<file path="config.mk">
export PLATFORM = sky130hd
export DESIGN_NAME = timer_deadline_queue_top
export DESIGN_NICKNAME = d
export VERILOG_FILES = /design/src/design/tdq_pkg.sv /design/src/design/tdq_ram.sv /design/src/design/timer_deadline_queue_top.sv
export SDC_FILE = /design/constraint.sdc
export NUM_CORES = 2
export LEC_CHECK = 0
export BUFFER_PORTS_ARGS = -buffer_cell sky130_fd_sc_hd__buf_2
export CAP_MARGIN = 20
export CORE_MARGIN = 10
export CORE_UTILIZATION = 50
export DETAILED_ROUTE_END_ITERATION = 6
export MAX_ROUTING_LAYER = met4
export PLACE_DENSITY = 0.75
export SETUP_SLACK_MARGIN = 0.05
export SYNTH_ARGS = -nofsm -noshare
export SYNTH_HDL_FRONTEND = slang
export SYNTH_SLANG_ARGS = --single-unit
</file>
<file path="constraint.sdc">
create_clock -name clk -period 11.3 [get_ports clk]
set_input_delay 1.695 -clock clk [delete_from_list [all_inputs] [get_ports clk]]
set_output_delay 1.695 -clock clk [all_outputs]
set_load 0.03 [all_outputs]
</file>
<file path="src/design/tdq_pkg.sv">
`timescale 1ns / 1ps
// Package for the timer deadline queue: field widths, operation and result codes.
// No dependencies; used by timer_deadline_queue_top.

package tdq_pkg;

    localparam int DEPTH_DEFAULT = 16;
    localparam int MAX_RESULTS   = 16;

    localparam int OP_W    = 2;
    localparam int KIND_W  = 2;
    localparam int DL_W    = 48;
    localparam int ID_W    = 32;
    localparam int OWN_W   = 16;
    localparam int SLOT_W  = DL_W + ID_W + OWN_W;
    localparam int RES_W   = $clog2(MAX_RESULTS + 1);

    localparam int IN_DATA_W  = 144;
    localparam int OUT_DATA_W = 56;

    localparam logic [OP_W-1:0] OP_START  = 2'd0;
    localparam logic [OP_W-1:0] OP_CANCEL = 2'd1;
    localparam logic [OP_W-1:0] OP_POLL   = 2'd2;

    localparam logic [KIND_W-1:0] KIND_START_ACK  = 2'd0;
    localparam logic [KIND_W-1:0] KIND_CANCEL_ACK = 2'd1;
    localparam logic [KIND_W-1:0] KIND_EXPIRED    = 2'd2;
    localparam logic [KIND_W-1:0] KIND_NONE       = 2'd3;

    localparam logic [ID_W-1:0] ID_FIRST = 32'd1;

endpackage

</file>
<file path="src/design/tdq_ram.sv">
`timescale 1ns / 1ps
// Generic single-port-write, single-port-read RAM with registered read data.
// No dependencies.

module tdq_ram #(
    parameter int WIDTH = 8,
    parameter int DEPTH = 16
) (
    input  logic                     clk,
    input  logic                     wr_en,
    input  logic [$clog2(DEPTH)-1:0] wr_addr,
    input  logic [WIDTH-1:0]         wr_data,
    input  logic                     rd_en,
    input  logic [$clog2(DEPTH)-1:0] rd_addr,
    output logic [WIDTH-1:0]         rd_data
);

    logic [WIDTH-1:0] mem [DEPTH];

    always_ff @(posedge clk)
    begin
        if (wr_en)
        begin
            mem[wr_addr] <= wr_data;
        end
        if (rd_en)
        begin
            rd_data <= mem[rd_addr];
        end
    end

endmodule

</file>
<file path="src/design/timer_deadline_queue_top.sv">
`timescale 1ns / 1ps
// Timer deadline queue top level: slot RAM, valid and age ranks, scan sequencer.
// Depends on tdq_pkg and tdq_ram.

// Holds up to DEPTH timers; deadline, id and owner sit in one RAM, valid bits and
// age ranks in flip-flops, so no clearing pass follows reset. One word is handled
// at a time. Cancel and poll scan the RAM through its single read port, one slot
// per cycle. A poll rescans the RAM once for each timer that it expires and stops
// at MAX_RESULTS timers; the rest stay for a later poll. A result waits in an
// output register while the next scan runs; back-pressure on the result side
// stalls the sequencer until the result is taken.

module timer_deadline_queue_top #(
    parameter int DEPTH = tdq_pkg::DEPTH_DEFAULT
) (
    input  logic                             clk,
    input  logic                             rst_n,
    input  logic                             s_tvalid,
    output logic                             s_tready,
    // deadline_us[47:0], owner[63:48], cancel_id[95:64], now_us[143:96]
    input  logic [tdq_pkg::IN_DATA_W-1:0]    s_tdata,
    // op[1:0]
    input  logic [tdq_pkg::OP_W-1:0]         s_tuser,
    output logic                             m_tvalid,
    input  logic                             m_tready,
    // status[0], timer_id[32:1], expired_owner[48:33], zero[55:49]
    output logic [tdq_pkg::OUT_DATA_W-1:0]   m_tdata,
    // kind[1:0]
    output logic [tdq_pkg::KIND_W-1:0]       m_tuser,
    output logic                             m_tlast
);

    localparam int IDXW = $clog2(DEPTH);
    localparam int CNTW = $clog2(DEPTH + 1);
    localparam int DL_W = tdq_pkg::DL_W;
    localparam int ID_W = tdq_pkg::ID_W;
    localparam int OWN_W = tdq_pkg::OWN_W;
    localparam int RES_W = tdq_pkg::RES_W;

    typedef enum logic [4:0] {
        ST_IDLE   = 5'b00001,
        ST_START  = 5'b00010,
        ST_SCAN   = 5'b00100,
        ST_DECIDE = 5'b01000,
        ST_FLUSH  = 5'b10000
    } state_t;

    state_t state_reg, state_next;

    logic [tdq_pkg::OP_W-1:0] op_reg, op_next;
    logic [DL_W-1:0]  deadline_reg, deadline_next;
    logic [OWN_W-1:0] owner_reg, owner_next;
    logic [ID_W-1:0]  cancel_id_reg, cancel_id_next;
    logic [DL_W-1:0]  now_reg, now_next;

    logic [DEPTH-1:0] valid_reg, valid_next;
    logic [IDXW-1:0]  order_reg [DEPTH];
    logic [IDXW-1:0]  order_next [DEPTH];
    logic [CNTW-1:0]  count_reg, count_next;
    logic [ID_W-1:0]  next_id_reg, next_id_next;

    logic [IDXW-1:0]  scan_idx_reg, scan_idx_next;
    logic             issue_done_reg, issue_done_next;
    logic             rd_vld_reg, rd_vld_next;
    logic             rd_last_reg, rd_last_next;
    logic [IDXW-1:0]  rd_idx_reg, rd_idx_next;

    logic             found_reg, found_next;
    logic [IDXW-1:0]  best_idx_reg, best_idx_next;
    logic [DL_W-1:0]  best_dl_reg, best_dl_next;
    logic [IDXW-1:0]  best_ord_reg, best_ord_next;
    logic [ID_W-1:0]  best_id_reg, best_id_next;
    logic [OWN_W-1:0] best_own_reg, best_own_next;

    logic             pend_vld_reg, pend_vld_next;
    logic [ID_W-1:0]  pend_id_reg, pend_id_next;
    logic [OWN_W-1:0] pend_own_reg, pend_own_next;
    logic [RES_W-1:0] n_reg, n_next;

    logic                        out_vld_reg, out_vld_next;
    logic [tdq_pkg::KIND_W-1:0]  out_kind_reg, out_kind_next;
    logic                        out_status_reg, out_status_next;
    logic [ID_W-1:0]             out_id_reg, out_id_next;
    logic [OWN_W-1:0]            out_own_reg, out_own_next;
    logic                        out_last_reg, out_last_next;

    logic                        ram_we;
    logic [IDXW-1:0]             ram_waddr;
    logic [tdq_pkg::SLOT_W-1:0]  ram_wdata;
    logic                        ram_re;
    logic [tdq_pkg::SLOT_W-1:0]  ram_rdata;

    logic             out_free;
    logic [IDXW-1:0]  free_idx;
    logic [DL_W-1:0]  rd_dl;
    logic [ID_W-1:0]  rd_id;
    logic [OWN_W-1:0] rd_own;
    logic [IDXW-1:0]  rd_ord;
    logic             rd_match;
    logic             rd_earlier;
    logic             remove_en;

    tdq_ram #(
        .WIDTH (tdq_pkg::SLOT_W),
        .DEPTH (DEPTH)
    ) u_slot_ram (
        .clk     (clk),
        .wr_en   (ram_we),
        .wr_addr (ram_waddr),
        .wr_data (ram_wdata),
        .rd_en   (ram_re),
        .rd_addr (scan_idx_reg),
        .rd_data (ram_rdata)
    );

    assign s_tready = (state_reg == ST_IDLE);
    assign m_tvalid = out_vld_reg;
    assign m_tuser  = out_kind_reg;
    assign m_tlast  = out_last_reg;
    assign m_tdata  = {{(tdq_pkg::OUT_DATA_W - 1 - ID_W - OWN_W){1'b0}},
                       out_own_reg, out_id_reg, out_status_reg};

    assign out_free = !out_vld_reg || m_tready;

    assign rd_dl  = ram_rdata[DL_W-1:0];
    assign rd_id  = ram_rdata[DL_W+ID_W-1:DL_W];
    assign rd_own = ram_rdata[tdq_pkg::SLOT_W-1:DL_W+ID_W];
    assign rd_ord = order_reg[rd_idx_reg];

    assign rd_match = valid_reg[rd_idx_reg] &&
                      ((op_reg == tdq_pkg::OP_CANCEL) ? (rd_id == cancel_id_reg)
                                                      : (rd_dl <= now_reg));
    assign rd_earlier = !found_reg || (rd_dl < best_dl_reg) ||
                        ((rd_dl == best_dl_reg) && (rd_ord < best_ord_reg));

    // lowest free slot
    always_comb
    begin
        free_idx = '0;
        for (int i = DEPTH - 1; i >= 0; i--)
        begin
            if (!valid_reg[i])
            begin
                free_idx = IDXW'(i);
            end
        end
    end

    always_comb
    begin
        state_next      = state_reg;
        op_next         = op_reg;
        deadline_next   = deadline_reg;
        owner_next      = owner_reg;
        cancel_id_next  = cancel_id_reg;
        now_next        = now_reg;
        valid_next      = valid_reg;
        order_next      = order_reg;
        count_next      = count_reg;
        next_id_next    = next_id_reg;
        scan_idx_next   = scan_idx_reg;
        issue_done_next = issue_done_reg;
        rd_vld_next     = 1'b0;
        rd_last_next    = 1'b0;
        rd_idx_next     = scan_idx_reg;
        found_next      = found_reg;
        best_idx_next   = best_idx_reg;
        best_dl_next    = best_dl_reg;
        best_ord_next   = best_ord_reg;
        best_id_next    = best_id_reg;
        best_own_next   = best_own_reg;
        pend_vld_next   = pend_vld_reg;
        pend_id_next    = pend_id_reg;
        pend_own_next   = pend_own_reg;
        n_next          = n_reg;
        out_vld_next    = out_vld_reg && !m_tready;
        out_kind_next   = out_kind_reg;
        out_status_next = out_status_reg;
        out_id_next     = out_id_reg;
        out_own_next    = out_own_reg;
        out_last_next   = out_last_reg;
        ram_we          = 1'b0;
        ram_waddr       = free_idx;
        ram_wdata       = {owner_reg, next_id_reg, deadline_reg};
        ram_re          = 1'b0;
        remove_en       = 1'b0;

        case (state_reg)
            ST_IDLE:
            begin
                if (s_tvalid)
                begin
                    op_next         = s_tuser;
                    deadline_next   = s_tdata[47:0];
                    owner_next      = s_tdata[63:48];
                    cancel_id_next  = s_tdata[95:64];
                    now_next        = s_tdata[143:96];
                    scan_idx_next   = '0;
                    issue_done_next = 1'b0;
                    found_next      = 1'b0;
                    pend_vld_next   = 1'b0;
                    n_next          = '0;
                    case (s_tuser)
                        tdq_pkg::OP_START:  state_next = ST_START;
                        tdq_pkg::OP_CANCEL: state_next = ST_SCAN;
                        tdq_pkg::OP_POLL:   state_next = ST_SCAN;
                        default:            state_next = ST_IDLE;
                    endcase
                end
            end

            ST_START:
            begin
                if (out_free)
                begin
                    out_vld_next  = 1'b1;
                    out_kind_next = tdq_pkg::KIND_START_ACK;
                    out_own_next  = '0;
                    out_last_next = 1'b1;
                    if (count_reg == CNTW'(DEPTH))
                    begin
                        out_status_next = 1'b1;
                        out_id_next     = '0;
                    end
                    else
                    begin
                        ram_we               = 1'b1;
                        valid_next[free_idx] = 1'b1;
                        order_next[free_idx] = count_reg[IDXW-1:0];
                        count_next           = count_reg + CNTW'(1);
                        next_id_next         = next_id_reg + ID_W'(1);
                        out_status_next      = 1'b0;
                        out_id_next          = next_id_reg;
                    end
                    state_next = ST_IDLE;
                end
            end

            ST_SCAN:
            begin
                if (!issue_done_reg)
                begin
                    ram_re       = 1'b1;
                    rd_vld_next  = 1'b1;
                    rd_last_next = (scan_idx_reg == IDXW'(DEPTH - 1));
                    if (scan_idx_reg == IDXW'(DEPTH - 1))
                    begin
                        issue_done_next = 1'b1;
                    end
                    else
                    begin
                        scan_idx_next = scan_idx_reg + IDXW'(1);
                    end
                end
                if (rd_vld_reg && rd_match && rd_earlier)
                begin
                    found_next    = 1'b1;
                    best_idx_next = rd_idx_reg;
                    best_dl_next  = rd_dl;
                    best_ord_next = rd_ord;
                    best_id_next  = rd_id;
                    best_own_next = rd_own;
                end
                if (rd_vld_reg && rd_last_reg)
                begin
                    state_next = ST_DECIDE;
                end
            end

            ST_DECIDE:
            begin
                if (op_reg == tdq_pkg::OP_CANCEL)
                begin
                    if (out_free)
                    begin
                        out_vld_next    = 1'b1;
                        out_kind_next   = tdq_pkg::KIND_CANCEL_ACK;
                        out_status_next = !found_reg;
                        out_id_next     = cancel_id_reg;
                        out_own_next    = '0;
                        out_last_next   = 1'b1;
                        remove_en       = found_reg;
                        state_next      = ST_IDLE;
                    end
                end
                else if (found_reg)
                begin
                    if (!pend_vld_reg || out_free)
                    begin
                        if (pend_vld_reg)
                        begin
                            out_vld_next    = 1'b1;
                            out_kind_next   = tdq_pkg::KIND_EXPIRED;
                            out_status_next = 1'b0;
                            out_id_next     = pend_id_reg;
                            out_own_next    = pend_own_reg;
                            out_last_next   = 1'b0;
                        end
                        pend_vld_next   = 1'b1;
                        pend_id_next    = best_id_reg;
                        pend_own_next   = best_own_reg;
                        remove_en       = 1'b1;
                        n_next          = n_reg + RES_W'(1);
                        scan_idx_next   = '0;
                        issue_done_next = 1'b0;
                        found_next      = 1'b0;
                        if (n_reg == RES_W'(tdq_pkg::MAX_RESULTS - 1))
                        begin
                            state_next = ST_FLUSH;
                        end
                        else
                        begin
                            state_next = ST_SCAN;
                        end
                    end
                end
                else if (pend_vld_reg)
                begin
                    state_next = ST_FLUSH;
                end
                else if (out_free)
                begin
                    out_vld_next    = 1'b1;
                    out_kind_next   = tdq_pkg::KIND_NONE;
                    out_status_next = 1'b0;
                    out_id_next     = '0;
                    out_own_next    = '0;
                    out_last_next   = 1'b1;
                    state_next      = ST_IDLE;
                end
            end

            ST_FLUSH:
            begin
                if (out_free)
                begin
                    out_vld_next    = 1'b1;
                    out_kind_next   = tdq_pkg::KIND_EXPIRED;
                    out_status_next = 1'b0;
                    out_id_next     = pend_id_reg;
                    out_own_next    = pend_own_reg;
                    out_last_next   = 1'b1;
                    pend_vld_next   = 1'b0;
                    state_next      = ST_IDLE;
                end
            end

            default:
            begin
                state_next = ST_IDLE;
            end
        endcase

        // drop the chosen slot and close the gap in the age ranks
        if (remove_en)
        begin
            valid_next[best_idx_reg] = 1'b0;
            count_next               = count_reg - CNTW'(1);
            for (int j = 0; j < DEPTH; j++)
            begin
                if (valid_reg[j] && (order_reg[j] > best_ord_reg))
                begin
                    order_next[j] = order_reg[j] - IDXW'(1);
                end
            end
        end
    end

    always_ff @(posedge clk or negedge rst_n)
    begin
        if (!rst_n)
        begin
            state_reg      <= ST_IDLE;
            valid_reg      <= '0;
            count_reg      <= '0;
            next_id_reg    <= tdq_pkg::ID_FIRST;
            issue_done_reg <= 1'b0;
            rd_vld_reg     <= 1'b0;
            rd_last_reg    <= 1'b0;
            found_reg      <= 1'b0;
            pend_vld_reg   <= 1'b0;
            n_reg          <= '0;
            out_vld_reg    <= 1'b0;
        end
        else
        begin
            state_reg      <= state_next;
            valid_reg      <= valid_next;
            count_reg      <= count_next;
            next_id_reg    <= next_id_next;
            issue_done_reg <= issue_done_next;
            rd_vld_reg     <= rd_vld_next;
            rd_last_reg    <= rd_last_next;
            found_reg      <= found_next;
            pend_vld_reg   <= pend_vld_next;
            n_reg          <= n_next;
            out_vld_reg    <= out_vld_next;
        end
    end

    always_ff @(posedge clk)
    begin
        op_reg         <= op_next;
        deadline_reg   <= deadline_next;
        owner_reg      <= owner_next;
        cancel_id_reg  <= cancel_id_next;
        now_reg        <= now_next;
        order_reg      <= order_next;
        scan_idx_reg   <= scan_idx_next;
        rd_idx_reg     <= rd_idx_next;
        best_idx_reg   <= best_idx_next;
        best_dl_reg    <= best_dl_next;
        best_ord_reg   <= best_ord_next;
        best_id_reg    <= best_id_next;
        best_own_reg   <= best_own_next;
        pend_id_reg    <= pend_id_next;
        pend_own_reg   <= pend_own_next;
        out_kind_reg   <= out_kind_next;
        out_status_reg <= out_status_next;
        out_id_reg     <= out_id_next;
        out_own_reg    <= out_own_next;
        out_last_reg   <= out_last_next;
    end

    a_count_matches_valid: assert property (@(posedge clk) disable iff (!rst_n)
        count_reg == CNTW'($countones(valid_reg)))
        else $error("live count differs from valid bits");

    a_write_only_on_start: assert property (@(posedge clk) disable iff (!rst_n)
        ram_we |-> (state_reg == ST_START))
        else $error("slot RAM written outside a start");

    a_flush_has_pending: assert property (@(posedge clk) disable iff (!rst_n)
        (state_reg == ST_FLUSH) |-> pend_vld_reg)
        else $error("flush without a pending expired timer");

    a_results_bounded: assert property (@(posedge clk) disable iff (!rst_n)
        n_reg <= RES_W'(tdq_pkg::MAX_RESULTS))
        else $error("too many expired timers in one poll");

    a_remove_live_slot: assert property (@(posedge clk) disable iff (!rst_n)
        remove_en |-> valid_reg[best_idx_reg])
        else $error("removing a slot that is not live");

endmodule
</file>
==> results.yml <==
synthesis:
  ys_async_sr_fraction_pct: 3.25
  synth_top_family_by_area: "multiplexers"
  synth-edff-count: 1986
  synth_top_area_share_pct: 71.1
  synth_top_area_cell: "edfxtp_1"
  synth_ff_type: "edfxtp_1"
  yosys.area_share.simple_pct: 2.72
  ys_seq_area_share_pct: 74.8
  syn_area_um2: 83800
  synth-xor-area-share_pct: 0.752
  yosys_warnings: 0
  yosys-top-cells-area: "edfxtp_1 71%, mux4_2 13%, ha_1 2.8%"
  netlist_instances: 4111
  synth_compound_area_share_pct: 3.10
  synth_most_common_cell: "edfxtp_1"
  ys_ff_latch: 2123
  synth_mux_area_share_pct: 14.0
  postSynthAreaPerCell_um2: 20.4
  synth_common_cells: "1986 x edfxtp_1, 501 x mux4_2, 212 x inv_1, 188 x ha_1, 131 x nand2_1"
  ys_types: 85
  synth_fa_ha_area_share_pct: 2.83
route:
  wl_per_cell_um: 30.1
  drc_errors: 1
  drt_first_iter_violations: 5902
  dr_total_vias: 42600
  firstDrtPassIters: 7
  ant_nets: 0
  drt-total-wl_mm: 205
  vias_per_cell: 6.26
die:
  die_w_um: 430
  ioPinCount: 211
  core_region_area_um2: 167000
  rows: 150
  die_area_um2: 184000
  start_util_pct: 50.3
  fp.dieH_um: 430
layout:
  finish.utilization_pct: 56.8
  syn_to_final_growth_pct: 13.0
  drive_gt1_share_pct: 25.0
  largest_reg_flops: 1536
  final_area_um2: 94700
  finalNetCount: 4759
status:
  violations: "DRC"
  status: "finished, violations left"
sta:
  final.setup.worst_slack_ns: 5.82
  fmax_mhz: 183
  hold_violations: 0
  setup-tns-final_ns: 0
  worstMarginPinSlew_ns: 1.26
  fin_crit_ns: 5.48
  slew_violations: 0
  fin_skew_ns: 0.0578
  rsz0062_at_grt: "false"
  finalCritPeriodShare_pct: 48.5
  fin_hold_ws_ns: 0.396
  max-slew-margin-rel_pct: 15.9
  setup_viol_count_final: 0
clock_tree:
  clk_path_buf_depth: 3
  ctsHoldBuffers: 0
  post_cts.repair.setup_buffers: 0
  clk_pin_slew_ns: 0.06
  htree_levels: 4
  cts_tree: "yes"
  cts_buffers: 203
  cts-root-buf: "clkbuf_16"
  cts.sinks: 2123
  cts-resized-gates: 0
  worst_skew_pair.late_latency_ns: 0.86
setup_path:
  r2r_end: "best_id_reg[30]"
  critical_path.startpoint_type: "flop"
  r2r_slack_ns: 5.82
  r2r.worst_path.cells: 7
  critPathKind: "reg -> reg"
  path_cells: "mux4_2, mux4_2, ha_1, a2111oi_0, o2111ai_1, a31oi_4, buf_4"
  crit_path_end_kind: "flop"
  crit_arrival_ns: 5.94
  path_common_cell: "mux4_2"
  critPathMaxStageDelay_ns: 1.03
  critPathRequiredTime_ns: 11.77
  r2r_start: "rd_idx_reg[1]"
  cp_max_fo: 54
  slowest_stage: "dfxtp_1"
grt:
  grt_pass1_wl_mm: 302
  grt_pass1_vias: 43500
  antenna_found_initial: 8
  grt_max_degree: 146
  grt-ovfl-total: 0
  grt.total_usage_pct: 22.7
worst_hold_path:
  min_path_cells: 0
  min_path_type: "reg -> reg"
  worstHoldEndpoint: "best_own_reg[3]"
  hold_start: "u_slot_ram.rd_data[83]"
pwr:
  p_seq_share_pct: 46.4
  p_leak_nw: 32.1
  p_sw_w: 0.00593
  p_per_area_nw_per_um2: 225
  clock_power_share_pct: 33.2
  ir_drop_v: 0.000269
  internal-power_w: 0.0154
  comb_power_share_pct: 20.4
  switching_share_pct: 27.8
place:
  place.gp.congestion: 0.923
  io_buffers: 203
  post_dp_cell_area_um2: 87600
  pre_cts_ws_ns: 5.93
  dpl.hpwl_mm: 115
job:
  cap_violations: 0
-- worst max-delay path, delay by kind of cell (launching register included) --
kind | cells | cell delay [ns]
AO/OA/AOI/OAI | 3 | 1.73
flip-flops | 1 | 1.03
multiplexers | 2 | 1.02
buffers and inverters | 1 | 0.86
adder cells (fa/ha/maj) | 1 | 0.33
-- routing by layer --
layer	GRT usage, %	routed length, um
met1	29.1	77000
met2	36.7	104000
met3	3.83	16200
met4	8.19	7900
met5	-	0
-- how the worst max path moves through the flow --
stage | start | endpoint | slack [ns] | depth (start not counted)
floorplan | rd_idx_reg[0] | best_dl_reg[0] | 1.88 | 9
global placement | rd_idx_reg[1] | best_own_reg[1] | 5.94 | 7
detailed placement | rd_idx_reg[1] | best_own_reg[3] | 5.93 | 7
CTS | rd_idx_reg[1] | best_id_reg[25] | 5.91 | 7
global route | rd_idx_reg[1] | best_id_reg[29] | 5.81 | 7
finish | rd_idx_reg[1] | best_id_reg[30] | 5.82 | 7
-- cells in the final DEF (no fill, tap or decap), types with 16 or more instances in the layout --
| cell | n |
|---|---|
| dfrtp_1 | 67 |
| clkinv_1 | 44 |
| a222oi_1 | 32 |
| nor2_1 | 67 |
| nand4_1 | 55 |
| nor4_1 | 16 |
| nor2b_1 | 25 |
| inv_6 | 25 |
| clkbuf_16 | 205 |
| xor2_1 | 49 |
| edfxtp_1 | 1986 |
| a211oi_1 | 17 |
| buf_4 | 46 |
| xnor2_1 | 23 |
| clkinv_2 | 39 |
| bufinv_16 | 30 |
| o21ai_0 | 47 |
| o21a_1 | 38 |
| nand2_1 | 130 |
| dfxtp_1 | 68 |
| ha_1 | 188 |
| mux4_2 | 501 |
| clkbuf_1 | 23 |
| inv_1 | 200 |
| buf_2 | 203 |
| nor3_1 | 36 |
| a21oi_1 | 76 |
| mux2i_1 | 41 |
| nand3_1 | 51 |
-- logic make-up (layout without fill, tap and decap cells) --
logic type                 Yosys count  in the layout
DFF                               2123           2123
muxes                              549            549
and+or+nand+nor                    446            446
buffers and inverters              377            857
AOI/OAI and AO/OA                  354            354
adders and majority gates          189            189
xor gates and xnor gates            72             72
other                                1             12
-- power by group through the flow --
stage / logic, W / clock network [W] / registers [W]
floorplan: 0.00303 / 0 / 0.00983
global placement: 0.00429 / 0 / 0.00999
detailed placement: 0.00432 / 0 / 0.0100
CTS: 0.00438 / 0.00716 / 0.00987
global route: 0.00459 / 0.00747 / 0.00993
finish: 0.00434 / 0.00708 / 0.00988
-- layout make-up --
class / count / area (um2)
fillers: 11700 / 72100
diodes: 5 / 12.5
multi-input cells: 1617 / 19700
well taps: 2204 / 2760
repair buffers: 258 / 1570
flip-flops and latches: 2123 / 62700
inverters: 217 / 890
clock buffers: 234 / 5300
clock inverters: 148 / 1730
-- per-stage QoR --
stage	cells	total power [W]
after floorplan	4117	0.0129
after global placement	6413	0.0143
after detailed placement	6414	0.0144
after CTS	6796	0.0214
after global routing	6805	0.0220
final	6806	0.0213
Note: power is estimated with default switching activity, not from simulation.
